`src/rtl/mi4c_pkg.sv`:
```
// Shared types, constants and cofactor index tables for the 4x4 matrix inverse.
// Used by mi4c_ctrl, mi4c_dp and matrix_inverse_4x4_cofactor; no dependencies.
`timescale 1ns / 1ps
package mi4c_pkg;

  localparam int FRAC_BITS  = 16;
  localparam int DATA_WIDTH = 32;
  localparam int COF_W      = 64;
  localparam int HALF_W     = COF_W / 2;
  localparam int OPW        = ((DATA_WIDTH > HALF_W) ? DATA_WIDTH : HALF_W) + 1;
  localparam int MUL_W      = 2 * OPW;
  localparam int PROD_W     = COF_W + DATA_WIDTH + 1;
  localparam int ACC_W      = PROD_W + 4;
  localparam int NUM_W      = COF_W + FRAC_BITS + 1;
  localparam int DIV_CNT_W  = $clog2(NUM_W + 1);
  localparam int CFG_IDX_W  = 2;
  localparam int CFG_DATA_W = 31;

  localparam logic [CFG_IDX_W-1:0] REG_EMIT_INVERSE       = CFG_IDX_W'(0);
  localparam logic [CFG_IDX_W-1:0] REG_SINGULAR_THRESHOLD = CFG_IDX_W'(1);
  localparam logic [CFG_DATA_W-1:0] THRESHOLD_RESET       = CFG_DATA_W'(7);

  localparam logic [DATA_WIDTH-1:0] ID_ONE = (FRAC_BITS < DATA_WIDTH - 1) ?
      (DATA_WIDTH'(1) << FRAC_BITS) : {1'b0, {(DATA_WIDTH-1){1'b1}}};

  localparam int NUM_PAIRS = 24;
  localparam logic [4:0] LAST_PAIR = 5'(NUM_PAIRS - 1);

  localparam logic [3:0] PAIR_A [12] = '{4'd10, 4'd11, 4'd9, 4'd11, 4'd9, 4'd10,
                                         4'd8, 4'd11, 4'd8, 4'd10, 4'd8, 4'd9};
  localparam logic [3:0] PAIR_B [12] = '{4'd15, 4'd14, 4'd15, 4'd13, 4'd14, 4'd13,
                                         4'd15, 4'd12, 4'd14, 4'd12, 4'd13, 4'd12};

  localparam logic [3:0] TERM_PAIR [8][6] = '{
    '{4'd0, 4'd3, 4'd4,  4'd1, 4'd2, 4'd5},  '{4'd1, 4'd6, 4'd9,  4'd0, 4'd7, 4'd8},
    '{4'd2, 4'd7, 4'd10, 4'd3, 4'd6, 4'd11}, '{4'd5, 4'd8, 4'd11, 4'd4, 4'd9, 4'd10},
    '{4'd1, 4'd2, 4'd5,  4'd0, 4'd3, 4'd4},  '{4'd0, 4'd7, 4'd8,  4'd1, 4'd6, 4'd9},
    '{4'd3, 4'd6, 4'd11, 4'd2, 4'd7, 4'd10}, '{4'd4, 4'd9, 4'd10, 4'd5, 4'd8, 4'd11}
  };
  localparam logic [3:0] TERM_ELEM [8][6] = '{
    '{4'd5, 4'd6, 4'd7, 4'd5, 4'd6, 4'd7}, '{4'd4, 4'd6, 4'd7, 4'd4, 4'd6, 4'd7},
    '{4'd4, 4'd5, 4'd7, 4'd4, 4'd5, 4'd7}, '{4'd4, 4'd5, 4'd6, 4'd4, 4'd5, 4'd6},
    '{4'd1, 4'd2, 4'd3, 4'd1, 4'd2, 4'd3}, '{4'd0, 4'd2, 4'd3, 4'd0, 4'd2, 4'd3},
    '{4'd0, 4'd1, 4'd3, 4'd0, 4'd1, 4'd3}, '{4'd0, 4'd1, 4'd2, 4'd0, 4'd1, 4'd2}
  };

  typedef enum logic [1:0] {MUL_PAIR, MUL_TERM, MUL_DLO, MUL_DHI} mul_sel_t;

  typedef enum logic [3:0] {
    DP_NOP, DP_PAIR_WR, DP_ACC_ADD, DP_ACC_SUB, DP_COF_WR, DP_PROD_LO, DP_PROD_HI,
    DP_ACC_PROD, DP_DET, DP_DIV_LOAD, DP_DIV_STEP, DP_OUT_DIV, DP_OUT_IDENT
  } dp_op_t;

  typedef enum logic [3:0] {
    S_LOAD, S_PAIR, S_TERM, S_COFWR, S_DET, S_DETFIN, S_EMIT, S_DIV, S_OUT
  } state_t;

  typedef struct packed {
    logic       elem_we;
    logic [3:0] elem_wa;
    logic       rd_en;
    logic [3:0] elem_ra0;
    logic [3:0] elem_ra1;
    logic [4:0] pair_ra;
    logic [3:0] cof_ra;
    logic [4:0] pair_wa;
    logic [3:0] cof_wa;
    mul_sel_t   mul_sel;
    dp_op_t     op;
    logic [3:0] out_index;
  } dp_cmd_t;

  typedef struct packed {
    logic singular;
    logic emit_inverse;
    logic out_free;
  } dp_status_t;

endpackage

```
`src/rtl/mi4c_ctrl.sv`:
```
// Sequencer for the 4x4 matrix inverse: load, pair products, cofactors,
// determinant, per-element division and emit. Depends on mi4c_pkg.
`timescale 1ns / 1ps
module mi4c_ctrl (
  input  logic                 clk,
  input  logic                 rst_n,
  input  logic                 in_valid,
  output logic                 in_stall,
  input  mi4c_pkg::dp_status_t status,
  output mi4c_pkg::dp_cmd_t    cmd
);
  import mi4c_pkg::*;

  state_t               state_r, state_nxt;
  logic [2:0]           step_r, step_nxt;
  logic [4:0]           k_r, k_nxt;
  logic [2:0]           t_r, t_nxt;
  logic [3:0]           load_cnt_r, load_cnt_nxt;
  logic [DIV_CNT_W-1:0] div_cnt_r, div_cnt_nxt;

  logic       pair_hi;
  logic [4:0] pair_idx_w;
  logic [3:0] pair_idx, pair_ofs;
  logic       h2;
  logic [2:0] row;
  logic [4:0] term_pair_ra;
  logic [3:0] term_elem_ra, emit_src;

  assign pair_hi      = (k_r >= 5'd12);
  assign pair_idx_w   = pair_hi ? (k_r - 5'd12) : k_r;
  assign pair_idx     = pair_idx_w[3:0];
  assign pair_ofs     = pair_hi ? 4'd8 : 4'd0;
  assign h2           = k_r[3];
  assign row          = k_r[2:0];
  assign term_pair_ra = (h2 ? 5'd12 : 5'd0) + {1'b0, TERM_PAIR[row][t_r]};
  assign term_elem_ra = TERM_ELEM[row][t_r] + {h2, 3'b000};
  assign emit_src     = status.emit_inverse ? {k_r[1:0], k_r[3:2]} : k_r[3:0];

  always_ff @(posedge clk) begin
    if (!rst_n) begin
      state_r    <= S_LOAD;
      step_r     <= 3'd0;
      k_r        <= 5'd0;
      t_r        <= 3'd0;
      load_cnt_r <= 4'd0;
      div_cnt_r  <= '0;
    end else begin
      state_r    <= state_nxt;
      step_r     <= step_nxt;
      k_r        <= k_nxt;
      t_r        <= t_nxt;
      load_cnt_r <= load_cnt_nxt;
      div_cnt_r  <= div_cnt_nxt;
    end
  end

  always_comb begin
    state_nxt    = state_r;
    step_nxt     = step_r;
    k_nxt        = k_r;
    t_nxt        = t_r;
    load_cnt_nxt = load_cnt_r;
    div_cnt_nxt  = div_cnt_r;
    in_stall     = 1'b1;
    cmd          = '0;
    cmd.mul_sel  = MUL_PAIR;
    cmd.op       = DP_NOP;
    cmd.elem_wa  = load_cnt_r;
    cmd.out_index = k_r[3:0];
    unique case (state_r)
      S_LOAD: begin
        in_stall = 1'b0;
        if (in_valid) begin
          cmd.elem_we  = 1'b1;
          load_cnt_nxt = load_cnt_r + 4'd1;
          if (load_cnt_r == 4'd15) begin
            state_nxt = S_PAIR;
            k_nxt     = 5'd0;
            step_nxt  = 3'd0;
          end
        end
      end
      S_PAIR: begin
        unique case (step_r)
          3'd0: begin
            cmd.rd_en    = 1'b1;
            cmd.elem_ra0 = PAIR_A[pair_idx] - pair_ofs;
            cmd.elem_ra1 = PAIR_B[pair_idx] - pair_ofs;
            step_nxt     = 3'd1;
          end
          3'd1: begin
            cmd.mul_sel = MUL_PAIR;
            step_nxt    = 3'd2;
          end
          default: begin
            cmd.op      = DP_PAIR_WR;
            cmd.pair_wa = k_r;
            step_nxt    = 3'd0;
            if (k_r == LAST_PAIR) begin
              state_nxt = S_TERM;
              k_nxt     = 5'd0;
              t_nxt     = 3'd0;
            end else begin
              k_nxt = k_r + 5'd1;
            end
          end
        endcase
      end
      S_TERM: begin
        unique case (step_r)
          3'd0: begin
            cmd.rd_en    = 1'b1;
            cmd.pair_ra  = term_pair_ra;
            cmd.elem_ra0 = term_elem_ra;
            step_nxt     = 3'd1;
          end
          3'd1: begin
            cmd.mul_sel = MUL_TERM;
            step_nxt    = 3'd2;
          end
          default: begin
            cmd.op   = (t_r < 3'd3) ? DP_ACC_ADD : DP_ACC_SUB;
            step_nxt = 3'd0;
            if (t_r == 3'd5) state_nxt = S_COFWR;
            else t_nxt = t_r + 3'd1;
          end
        endcase
      end
      S_COFWR: begin
        cmd.op     = DP_COF_WR;
        cmd.cof_wa = k_r[3:0];
        t_nxt      = 3'd0;
        if (k_r == 5'd15) begin
          state_nxt = S_DET;
          k_nxt     = 5'd0;
        end else begin
          state_nxt = S_TERM;
          k_nxt     = k_r + 5'd1;
        end
      end
      S_DET: begin
        unique case (step_r)
          3'd0: begin
            cmd.rd_en    = 1'b1;
            cmd.elem_ra0 = k_r[3:0];
            cmd.cof_ra   = k_r[3:0];
            step_nxt     = 3'd1;
          end
          3'd1: begin
            cmd.mul_sel = MUL_DLO;
            step_nxt    = 3'd2;
          end
          3'd2: begin
            cmd.mul_sel = MUL_DHI;
            cmd.op      = DP_PROD_LO;
            step_nxt    = 3'd3;
          end
          3'd3: begin
            cmd.op   = DP_PROD_HI;
            step_nxt = 3'd4;
          end
          default: begin
            cmd.op   = DP_ACC_PROD;
            step_nxt = 3'd0;
            if (k_r == 5'd3) state_nxt = S_DETFIN;
            else k_nxt = k_r + 5'd1;
          end
        endcase
      end
      S_DETFIN: begin
        cmd.op    = DP_DET;
        k_nxt     = 5'd0;
        step_nxt  = 3'd0;
        state_nxt = S_EMIT;
      end
      S_EMIT: begin
        if (status.singular) begin
          if (status.out_free) begin
            cmd.op = DP_OUT_IDENT;
            if (k_r == 5'd15) state_nxt = S_LOAD;
            else k_nxt = k_r + 5'd1;
          end
        end else if (step_r == 3'd0) begin
          cmd.rd_en  = 1'b1;
          cmd.cof_ra = emit_src;
          step_nxt   = 3'd1;
        end else begin
          cmd.op      = DP_DIV_LOAD;
          div_cnt_nxt = '0;
          step_nxt    = 3'd0;
          state_nxt   = S_DIV;
        end
      end
      S_DIV: begin
        cmd.op      = DP_DIV_STEP;
        div_cnt_nxt = div_cnt_r + DIV_CNT_W'(1);
        if (div_cnt_r == DIV_CNT_W'(NUM_W - 1)) state_nxt = S_OUT;
      end
      S_OUT: begin
        if (status.out_free) begin
          cmd.op = DP_OUT_DIV;
          if (k_r == 5'd15) begin
            state_nxt = S_LOAD;
          end else begin
            k_nxt     = k_r + 5'd1;
            state_nxt = S_EMIT;
          end
        end
      end
      default: state_nxt = S_LOAD;
    endcase
  end

  a_out_free: assert property (@(posedge clk) disable iff (!rst_n)
    (cmd.op == DP_OUT_DIV || cmd.op == DP_OUT_IDENT) |-> status.out_free)
    else $error("result issued while output register busy");
  a_no_div_singular: assert property (@(posedge clk) disable iff (!rst_n)
    (cmd.op == DP_DIV_STEP) |-> !status.singular)
    else $error("division step on singular matrix");
  a_detfin_emit: assert property (@(posedge clk) disable iff (!rst_n)
    (state_r == S_DETFIN) |=> (state_r == S_EMIT && k_r == 5'd0))
    else $error("determinant not followed by emit");
  a_load_only: assert property (@(posedge clk) disable iff (!rst_n)
    (state_r != S_LOAD) |-> (in_stall && !cmd.elem_we))
    else $error("element written outside load");

endmodule

```
`config.mk`:
```
export PLATFORM = sky130hd
export DESIGN_NAME = mi4c_ctrl
export DESIGN_NICKNAME = d
export VERILOG_FILES = /design/src/rtl/mi4c_pkg.sv /design/src/rtl/mi4c_ctrl.sv
export SDC_FILE = /design/constraint.sdc
export NUM_CORES = 1
export LEC_CHECK = 0
export BUFFER_PORTS_ARGS = -buffer_cell sky130_fd_sc_hd__buf_2
export CAP_MARGIN = 25
export CELL_PAD_IN_SITES_DETAIL_PLACEMENT = 1
export CELL_PAD_IN_SITES_GLOBAL_PLACEMENT = 1
export CORE_ASPECT_RATIO = 0.7
export CORE_MARGIN = 3
export CORE_UTILIZATION = 41
export DETAILED_ROUTE_END_ITERATION = 7
export PLACE_DENSITY = 0.87
export SYNTH_ARGS = -nofsm -noshare
export SYNTH_HDL_FRONTEND = slang
export SYNTH_SLANG_ARGS = --single-unit
```
`constraint.sdc`:
```
create_clock -name clk -period 3.2 [get_ports clk]
set_input_delay 0.32 -clock clk [delete_from_list [all_inputs] [get_ports clk]]
set_output_delay 0.32 -clock clk [all_outputs]
set_load 0.02 [all_outputs]
```
# After elaboration in Yosys (flattened, before gate mapping)
# Memories as Yosys holds them, arrays and structs flattened.
# Cells that the tools add are included.
[totals]
reg_bits = 26
romBits = 512
in_bits = 6
output_inout_bits = 43
n_memories = 4
[memory_table]
columns = ["memory", "depth", "word_bits", "read_ports", "rd_ports_with_merged_regs", "write_ports", "line", "source"]
rows = [
  ["(name not given)", 8, 24, 1, 0, 0, "mi4c_ctrl.sv:36", "assign term_elem_ra = TERM_ELEM[row][t_r] + {h2, 3'b000};"],
  ["(name not given)", 8, 24, 1, 0, 0, "mi4c_ctrl.sv:35", "assign term_pair_ra = (h2 ? 5'd12 : 5'd0) + {1'b0, TERM_PAIR[row][t_r]};"],
  ["(name not given)", 16, 4, 1, 0, 0, "mi4c_ctrl.sv:88", "cmd.elem_ra1 = PAIR_B[pair_idx] - pair_ofs;"],
  ["(name not given)", 16, 4, 1, 0, 0, "mi4c_ctrl.sv:87", "cmd.elem_ra0 = PAIR_A[pair_idx] - pair_ofs;"],
]
[op_classes]
addsub = 9
n_lt_le_gt_ge = 5
eq_ne = 35
mux = 93
bitwise = 3
reduce_logical = 15
[op_table]
columns = ["op", "count"]
rows = [
  ["$mux 4", 35],
  ["$mux 24", 4],
  ["$mux 5", 16],
  ["$pmux 4 s9", 1],
  ["$pmux 5 s7", 1],
  ["$pmux 4 s8", 1],
  ["$ne 2x2->1 const B", 15],
  ["$mux 3", 9],
  ["$bmux 4 s3", 2],
  ["$pmux 3 s3", 2],
  ["$eq 4x3->1 const B", 4],
  ["$pmux 3 s5", 1],
  ["$mux 7", 2],
  ["$pmux 7 s2", 1],
  ["$reduce_and 13->1", 1],
  ["$pmux 2 s2", 3],
  ["$pmux 3 s4", 1],
  ["$pmux 4 s3", 1],
  ["$mux 1", 9],
  ["$mux 9", 1],
  ["$ne 3x3->1 const B", 3],
  ["$eq 4x2->1 const B", 2],
  ["$eq 4x4->1 const B", 2],
  ["$ge 4x4->1 const B", 2],
  ["other kinds (37)", 41],
]

# Depth between registers and ports, before layout
# Gate-level depths: netlist (run 1).
[logic_depth]
word_depth = 10
mapped_depth = 10
ltp_nobuf = 9

# Worst setup path before layout (run 1)
# OpenSTA, ideal clock, no wires.
[synth_timing]
kind = "register to output"
from = "reg k_r[1]"
to = "out cmd[32] (netlist name)"
arrival_time_ns = 2.387
required_time_ns = 2.880
path_slack_ns = 0.493
path_stages_with_launch = 9
path_buffers = 1
path_cell_list = "dfxtp_1 -> clkbuf_1 -> inv_1 -> ha_1 -> a21oi_1 -> mux2i_1 -> o221ai_1 -> a211o_1 -> a31oi_1"
[synth_rtl]
columns = ["item", "line", "source"]
rows = [
  ["from (decl)", "mi4c_ctrl.sv:16", "logic [4:0] k_r, k_nxt;"],
  ["from (signal assigned)", "mi4c_ctrl.sv:50", "k_r <= k_nxt;"],
  ["to (decl)", "mi4c_ctrl.sv:10", "output mi4c_pkg::dp_cmd_t cmd"],
]

==> run metrics, run 1 <==
status finished clean; Via-to-Cell Ratio 6.09; path type of the worst min-delay path primary input to flop; deepest level of the CTS H-tree 1; maximum number of pins on one net before global-route repair 27; Pins Over Slew Limit 0; count of mapped cells out of synthesis 385; leakage component of the power 1.30 nW; Relative slew margins 0.378; Filler Cells Inserted 850; count of unique library cells instantiated by Yosys 69; sequential area share after synthesis 0.187; clock transition time at the flip-flop clock pins of the worst setup and hold paths 0.10 ns; via count of the first global-routing pass 2958; setup TNS 0 ns; number of DRC markers after the initial detailed-route iteration 234; Net count, final 443; share of the cycle needed by the critical path after routing 0.903; die area 7820 um^2; fin util 0.488; most frequently used cell type in the post-synthesis netlist nor2_1; IO Port Bufs 48; number of register bits inferred by synthesis 26; number of nets still failing antenna checks after routing 0; placeable core region 6400 um^2; Cell Rows 24; Avg WL per Cell 19.5 um; DIE WIDTH 104 um; filler-free cell count of the finished design 507; crit start category flop; n_diodes 0; slew at the pin with the worst max-slew slack 0.932 ns; cell total after placement 503; power density of the placed cells 191 nW/um^2; worst-path maximum fanout 8; most common library cells after synthesis nor2_1 (38), nand2_1 (36), a21oi_1 (27); Synthesized Nets 411; area growth from synthesis to final layout 12.3%; count of flip-flops with a built-in enable after synthesis 0; maximum clock path buffer count 2; minimum clock period after layout 2.89 ns; dominant cells by area after synthesis dfxtp_1 (19%), ha_1 (8.6%), nor2_1 (5.1%); maximum VDD drop 0.173 mV; Clock Sink Count 26; Die H 74.9 um; buffer cell driving the clock tree root clkbuf_8; layout cells sized above 1 0.180; warnings from Yosys 0; gp weighted congestion 0.933; setup repair after global routing missed its margin no; critical path required time 2.88 ns; post-detail-place hpwl 7.32 mm; count of buffers added by post-CTS timing repair for setup 0; total length of routed wires 9.90 mm; first-pass GRT wire length 16.0 mm; number of CTS-inserted buffers 3; kind of critical path flop to output port; initial antenna violation count 0; clock skew 0.00665 ns; total global routing overflow 0; Top Ports 49; TritonCTS clock tree built; insertion delay to the later sink of the worst-skew pair 0.28 ns; Initial Util 0.434; async set or reset register ratio after synthesis 0; gr usage total 0.254; number of remaining DRC errors 0; total standard cell area after synthesis 2780 um^2; final hold vios 0; power consumption 597 uW; Worst EP arrival 2.57 ns; Synth top area share 0.187; Primary FF master, synth dfxtp_1; synthesized area per cell 7.22 um^2; capturing element type of the critical path output port; final setup vio count 0; maxcap violations 0; Initial DRT Pass Iterations 5; largest area contributor in the synthesized netlist dfxtp_1; Max Clk Rate 346 MHz; via count 3087
[cell type report]
type	count	area (um^2)	share of cell area
Multi-Input combinational cell	305	2020	0.648
Sequential cell	26	522	0.167
Timing Repair Buffer	60	330	0.106
Tap cell	91	114	0.0365
Inverter	21	78.8	0.0253
Clock buffer	4	55.1	0.0176
[worst max-delay path, cell delays in order, from the launching register on]
cell and delay [ns]:
dfxtp_1 0.35, inv_1 0.14, ha_1 0.38, inv_1 0.09, o211ai_1 0.15, o21ai_0 0.10, o21ai_0 0.18, ha_1 0.19
fa_1 0.41, and3_1 0.15, buf_2 0.15
[placed cells by master, fill, tap and decap left out, drive strengths merged, types with 6 or more instances in the layout]
cell / Yosys / routed
mux2i: 7 / 7
a21oi: 27 / 27
and3: 6 / 6
inv: 20 / 20
dfxtp: 26 / 26
buf: 18 / 60
ha: 19 / 19
and2: 7 / 7
nand2: 36 / 36
xnor2: 9 / 9
nor3: 16 / 16
nand4: 6 / 6
nand3: 9 / 9
o21ai: 21 / 21
nor2: 38 / 38
nand2b: 6 / 6
nor2b: 6 / 6
[state kept, by name, indices dropped and copies added (netlist names)]
name        count
step_r          3
k_r             5
t_r             3
div_cnt_r       7
state_r         4
load_cnt_r      4
[per-layer routing]
metal,vias up,part of all wire,GRT usage
met4,0,0.0082,0.0398
met1,1542,0.47,0.367
met5,-,0,0
li1,1442,-,-
met3,10,0.066,0.0360
met2,93,0.46,0.413
[stage by stage]
| step | cell area, um^2 | setup slack (ns) | hold WS (ns) |
|---|---|---|---|
| 6_report | 3120 | 0.310 | 0.447 |
| 5_1_grt | 3120 | 0.133 | 0.491 |
| 4_1_cts | 3120 | 0.156 | 0.447 |
| 3_5_place_dp | 3070 | 0.461 | 0.519 |
| 3_3_place_gp | 3070 | 0.632 | 0.502 |
| 2_1_floorplan | 2780 | 0.493 | 0.480 |
[cell families (layout without fill, tap and decap cells)]
group | after synthesis | in the layout | synth area share
and+or+nand+nor | 164 | 164 | 0.319
AOI/OAI and AO/OA | 101 | 101 | 0.249
buffers and inverters | 54 | 85 | 0.0851
DFF | 26 | 26 | 0.187
adders and majority gates | 20 | 20 | 0.0928
xor gates and xnor gates | 12 | 12 | 0.0378
muxes | 8 | 8 | 0.0293
[repair_timing]
action	in CTS	in global routing
resized for setup	0	1
endpoints found under the setup margin	0	1
hold buffers	0	0
[path summary, 6_finish.rpt]
check	cells past startpoint	slack [ns]	start	to
worst max-delay path	10	0.31	k_r[0]	cmd[26]
worst min-delay path	3	0.45	status[0]	state_r[3]
worst max register to register	5	0.62	state_r[3]	k_r[3]
worst min register to register	2	0.54	div_cnt_r[6]	div_cnt_r[6]
[power by group]
part | leakage (nW) | internal (mW) | switching, mW
combinational | 1.06 | 0.0106 | 0.0250
sequential | 0.210 | 0.327 | 0.00369
clock | 0.0288 | 0.111 | 0.120
total | 1.30 | 0.448 | 0.149
Note: power is estimated with default switching activity, not from simulation.
==> run 2, diff against run 1 <==
PLACE_DENSITY = not set   (was 0.87)
PLACE_DENSITY_LB_ADDON = 0.1   (was not set)
==> run 2 against run 1 <==
- register-to-register slack worse by 0.09 ns
- worst hold slack got worse by 0.032 ns
- critical path type unchanged
- largest power group unchanged
- fmax down 4.7%
- power up 9.5%
- sequential power about the same
- wire length decreased by 0.44%
==> run metrics, run 2 (synthesis results as in run 1) <==
status finished clean; crit start category flop; Worst path top cell family by delay compound AO/OA/AOI/OAI gates; Worst EP arrival 2.71 ns (+0.14 ns); slew at the pin with the worst max-slew slack 0.770 ns (-0.161 ns); Critical Path, Cell by Cell inv_1 -> ha_1 -> o211ai_1 -> o21a_1 -> nor2_1 -> a311oi_1 -> buf_2; count of buffers added by post-CTS timing repair for setup 0 (unchanged); n_diodes 0 (unchanged); IO Port Bufs 48 (unchanged); via count 3002 (-2.8%); biggest cell delay along the critical path 0.57 ns (+0.16 ns); number of nets still failing antenna checks after routing 0 (unchanged); share of the cycle needed by the critical path after routing 0.948 (+0.0446); Cell Rows 24 (unchanged); most common library cell in the layout ignoring fill and taps buf_2; DIE WIDTH 104 um (unchanged); deepest level of the CTS H-tree 1 (unchanged); maximum clock path buffer count 2 (unchanged); TritonCTS clock tree built; Relative slew margins 0.485 (+0.107); Top Ports 49 (unchanged); placeable core region 6400 um^2 (unchanged); total global routing overflow 0 (unchanged); capturing element type of the critical path output port; maximum VDD drop 0.173 mV (-0.19%); maxcap violations 0 (unchanged); power density of the placed cells 207 nW/um^2 (+8.4%); Avg WL per Cell 19.4 um (-0.84%); maximum number of pins on one net before global-route repair 24 (-11%); worst-path maximum fanout 8 (unchanged); final setup vio count 0 (unchanged); buffer cell driving the clock tree root clkbuf_8; critical path required time 2.88 ns (about the same); register containing the most flip-flops in the final layout div_cnt_r; cell area after layout 3150 um^2 (+1.0%); leakage component of the power 1.32 nW (+1.3%); Net count, final 445 (+0.45%); number of CTS-inserted buffers 3 (unchanged); kind of critical path flop to output port; die area 7820 um^2 (unchanged); Max Clk Rate 330 MHz (-4.7%); number of DRC markers after the initial detailed-route iteration 211 (-9.8%); final hold vios 0 (unchanged); Die H 74.9 um (unchanged); insertion delay to the later sink of the worst-skew pair 0.28 ns (about the same); number of remaining DRC errors 0 (unchanged); setup TNS 0 ns (unchanged); Initial DRT Pass Iterations 4 (-1); clock transition time at the flip-flop clock pins of the worst setup and hold paths 0.10 ns (about the same); via count of the first global-routing pass 2784 (-5.9%); gr usage total 0.251 (-0.00290); clock skew 0.00461 ns (-0.00203 ns); Initial Util 0.434 (unchanged); worst-path cell with the longest stage delay dfxtp_1; layout cells sized above 1 0.184 (+0.00392); post-detail-place hpwl 7.47 mm (+2.0%); Buf/Inv on CP 2 (-1); DP Area 3080 um^2 (+0.49%); Clock Sink Count 26 (unchanged); path type of the worst min-delay path primary input to flop; minimum clock period after layout 3.03 ns (+0.143 ns); Pins Over Slew Limit 0 (unchanged); Largest register FFs 7 (unchanged); gp weighted congestion 0.896 (-4.0%); registers with the highest flip-flop counts div_cnt_r x7, k_r x5; total length of routed wires 9.86 mm (-0.44%); Via-to-Cell Ratio 5.90 (-3.1%); initial antenna violation count 0 (unchanged); area growth from synthesis to final layout 13.5%; most used cells in the layout excluding fill and tap cells buf_2 (48), nor2_1 (38), nand2_1 (36), a21oi_1 (27), dfxtp_1 (25); first-pass GRT wire length 15.6 mm (-2.5%); setup repair after global routing missed its margin no
-- run 2: routing by layer --
layer  track usage  share of wire
met3        0.0488          0.081
met1         0.403           0.52
met5             0              0
met2         0.351           0.40
met4        0.0221         0.0024
-- run 2: report_power, final --
part | total [mW] | internal [mW] | switching, mW
logic | 0.0350 | 0.0108 | 0.0242
registers | 0.331 | 0.327 | 0.00388
clock network | 0.288 | 0.168 | 0.120
-- run 2: worst paths after layout --
check	from	to	slack, ns	depth (start not counted)
min	rst_n	state_r[1]	0.42	3
max	k_r[2]	cmd[29]	0.17	7
min reg2reg	div_cnt_r[0]	div_cnt_r[0]	0.54	2
max reg2reg	k_r[0]	k_r[2]	0.53	10
-- run 2: stage by stage --
| stage | std cells | hold WS, ns | util | power (mW) | setup slack [ns] |
|---|---|---|---|---|---|
| final | 509 | 0.415 | 0.493 | 0.653 | 0.167 |
| after global routing | 509 | 0.426 | 0.493 | 0.677 | 0.0296 |
| after CTS | 509 | 0.421 | 0.493 | 0.656 | 0.180 |
| after detailed placement | 505 | 0.520 | 0.482 | 0.373 | 0.491 |
| after global placement | 505 | 0.503 | 0.482 | 0.372 | 0.502 |
| after floorplan | 385 | 0.480 | - | 0.358 | 0.493 |
-- run 2: final cells by class --
cell class | count | area, um^2
fill | 848 | 3240
multi-input combinational | 305 | 2020
sequential | 26 | 522
timing repair buffer | 62 | 345
tap | 91 | 114
inverter | 21 | 78.8
clock buffer | 3 | 41.3
clock inverter | 1 | 30.0
-- run 2: worst min-delay path: stages --
cell	delay, ns
buf_2	0.19
nand2_1	0.09
o21ai_0	0.06
-- run 2: repair_timing --
action | in CTS | in global routing
endpoints found under the setup margin | 0 | 1
hold buffers | 0 | 0
gates resized for setup | 0 | 1
==> run 3, diff against run 2 <==
clock period = 2.8 ns   (was 3.2 ns; I/O delays follow)
==> run 3 against run 2 <==
- flip-flop and latch count unchanged
- final cell count increased by 0.79%
- power shrank 0.45%
- non-clock buffer count is 5 higher
- worst setup slack got worse by 0.084 ns
- via count increased by 1.2%
- utilization increased by 0.65 points
- clock-buffer cell count is the same
- global-route usage rose by 0.075 points
==> run metrics, run 3 (synthesis results as in run 1) <==
Max Clk Rate 368 MHz; final hold vios 0 (unchanged); Hold Path Cell Cnt 3 (unchanged); Die H 74.9 um (unchanged); sw power 167 uW (+13%); Via-to-Cell Ratio 5.92 (+0.38%); most used cells in the layout excluding fill and tap cells buf_2 (48), nor2_1 (38), nand2_1 (36), a21oi_1 (26), dfxtp_1 (24); Cell Rows 24 (unchanged); Avg WL per Cell 19.2 um (-1.1%); area growth from synthesis to final layout 14.9%; crit start category flop; worst-path maximum fanout 14 (+6); deepest level of the CTS H-tree 1 (unchanged); cell area after layout 3190 um^2 (+1.3%); setup repair after global routing missed its margin yes; TritonCTS clock tree built; via count of the first global-routing pass 2903 (+4.3%); register containing the most flip-flops in the final layout div_cnt_r; clock transition time at the flip-flop clock pins of the worst setup and hold paths 0.10 ns (about the same); maximum clock path buffer count 2 (unchanged); maxcap violations 0 (unchanged); via count 3037 (+1.2%); cell internal pwr 483 uW (-4.4%); cell total after placement 510 (+0.99%); Pins Over Slew Limit 0 (unchanged); buffer cell driving the clock tree root clkbuf_8; final setup vio count 0 (unchanged); worst slack on hold paths 0.391 ns (-0.0246 ns); Net count, final 450 (+1.1%); Initial Util 0.434 (unchanged); depth of the worst register-to-register path 6 (-4); leakage component of the power 1.32 nW (+0.50%); share of the cycle needed by the critical path after routing 0.970; gr usage total 0.252 (+0.000750); Clock Sink Count 26 (unchanged); layout cells sized above 1 0.206 (+0.0220); Largest register FFs 7 (unchanged); placeable core region 6400 um^2 (unchanged); filler-free cell count of the finished design 513 (+0.79%); share of total power consumed by net switching 0.257 (+0.0309); most common library cell in the layout ignoring fill and taps buf_2; biggest cell delay along the critical path 0.70 ns (+0.13 ns); final worst-path setup slack 0.0836 ns (-0.0835 ns); clock skew 0.00891 ns (+0.00430 ns); Initial DRT Pass Iterations 4 (unchanged); path type of the worst min-delay path primary input to flop; gp weighted congestion 0.867 (-3.2%); Critical Path, Cell by Cell buf_4 -> or4b_1 -> nand2_1 -> a32oi_1 -> nor2_1 -> buf_2; status finished clean; insertion delay to the later sink of the worst-skew pair 0.28 ns (about the same); Worst EP arrival 2.44 ns (-0.27 ns); number of remaining DRC errors 0 (unchanged); Post-CTS Hold Buffers 0 (unchanged); post-placement setup slack 0.255 ns (-0.236 ns); DIE WIDTH 104 um (unchanged); minimum clock period after layout 2.72 ns; maximum VDD drop 0.172 mV (-0.15%); number of nets still failing antenna checks after routing 0 (unchanged); Clock power frac 0.355 (-0.085); Reg power frac 0.581 (+0.075); first-pass GRT wire length 15.7 mm (+0.80%); critical path required time 2.52 ns (-0.36 ns); post-detail-place hpwl 7.48 mm (+0.10%); initial antenna violation count 0 (unchanged); Top Ports 49 (unchanged); kind of critical path flop to output port; IO Port Bufs 48 (unchanged); slew at the pin with the worst max-slew slack 0.780 ns (+0.0101 ns); n_diodes 0 (unchanged); registers with the highest flip-flop counts div_cnt_r x7, k_r x5; worst-path cell with the longest stage delay or4b_1; power consumption 650 uW (-0.45%); power density of the placed cells 204 nW/um^2 (-1.7%); capturing element type of the critical path output port; maximum number of pins on one net before global-route repair 22 (-8.3%); number of DRC markers after the initial detailed-route iteration 207 (-1.9%); die area 7820 um^2 (unchanged); total length of routed wires 9.83 mm (-0.30%); part of the total power dissipated in combinational logic 0.064 (+0.010); Relative slew margins 0.475 (-0.00962); DP Area 3120 um^2 (+1.2%); number of CTS-inserted buffers 3 (unchanged); total global routing overflow 0 (unchanged)
==> run 3: cell count changes in the layout (fill, tap and decap cells not counted), moves of 2 or more <==
cell / previous run / this run
o21ai_0: 20 / 18
ha_1: 19 / 15
ha_2: 0 / 3
buf_4: 14 / 19
o21ai_1: 1 / 3
==> run 3: final timing paths <==
| path | end | startpoint | slack [ns] |
|---|---|---|---|
| max | cmd[35] | state_r[3] | 0.08 |
| min | state_r[3] | status[0] | 0.39 |
| max reg2reg | state_r[2] | state_r[3] | 0.31 |
| min reg2reg | div_cnt_r[0] | div_cnt_r[0] | 0.52 |
==> run 3: through the flow <==
step,util,setup TNS (ns)
final,0.499,0
after global routing,0.499,-0.0703
after CTS,0.495,0
after detailed placement,0.487,0
after global placement,0.487,0
after floorplan,-,0
==> run 3: per-layer routing <==
metal  wire [um]  GRT usage
met2        4220      0.397
met5           0          0
met4          29     0.0310
met1        4900      0.377
met3         676     0.0343
==> run 3: layout make-up <==
| cell class | instances | area, um^2 |
|---|---|---|
| fillers | 851 | 3200 |
| repair buffers | 67 | 383 |
| multi-input cells | 305 | 2050 |
| well taps | 91 | 114 |
| flip-flops and latches | 26 | 523 |
| inverters | 21 | 78.8 |
| clock buffers | 3 | 41.3 |
==> run 3: power by group through the flow <==
stage | Sequential (mW) | Combinational (mW) | Clock (mW)
CTS | 0.378 | 0.0415 | 0.237
global route | 0.379 | 0.0454 | 0.251
detailed placement | 0.387 | 0.0413 | 0
global placement | 0.386 | 0.0391 | 0
floorplan | 0.391 | 0.0183 | 0
finish | 0.378 | 0.0415 | 0.231
==> run 3: worst max-delay path, delay by kind of cell (launching register included) <==
kind	cells	cell delay, ns
and+or+nand+nor	3	1.11
DFF	1	0.48
buffers and inverters	2	0.46
AOI/OAI and AO/OA	1	0.09
==> run 3: timing repair <==
action,CTS,global route
resized for setup,1,9
pin swaps,0,0
setup endpoints to repair,1,7
hold endpoints to repair,0,0
setup buffers,0,0
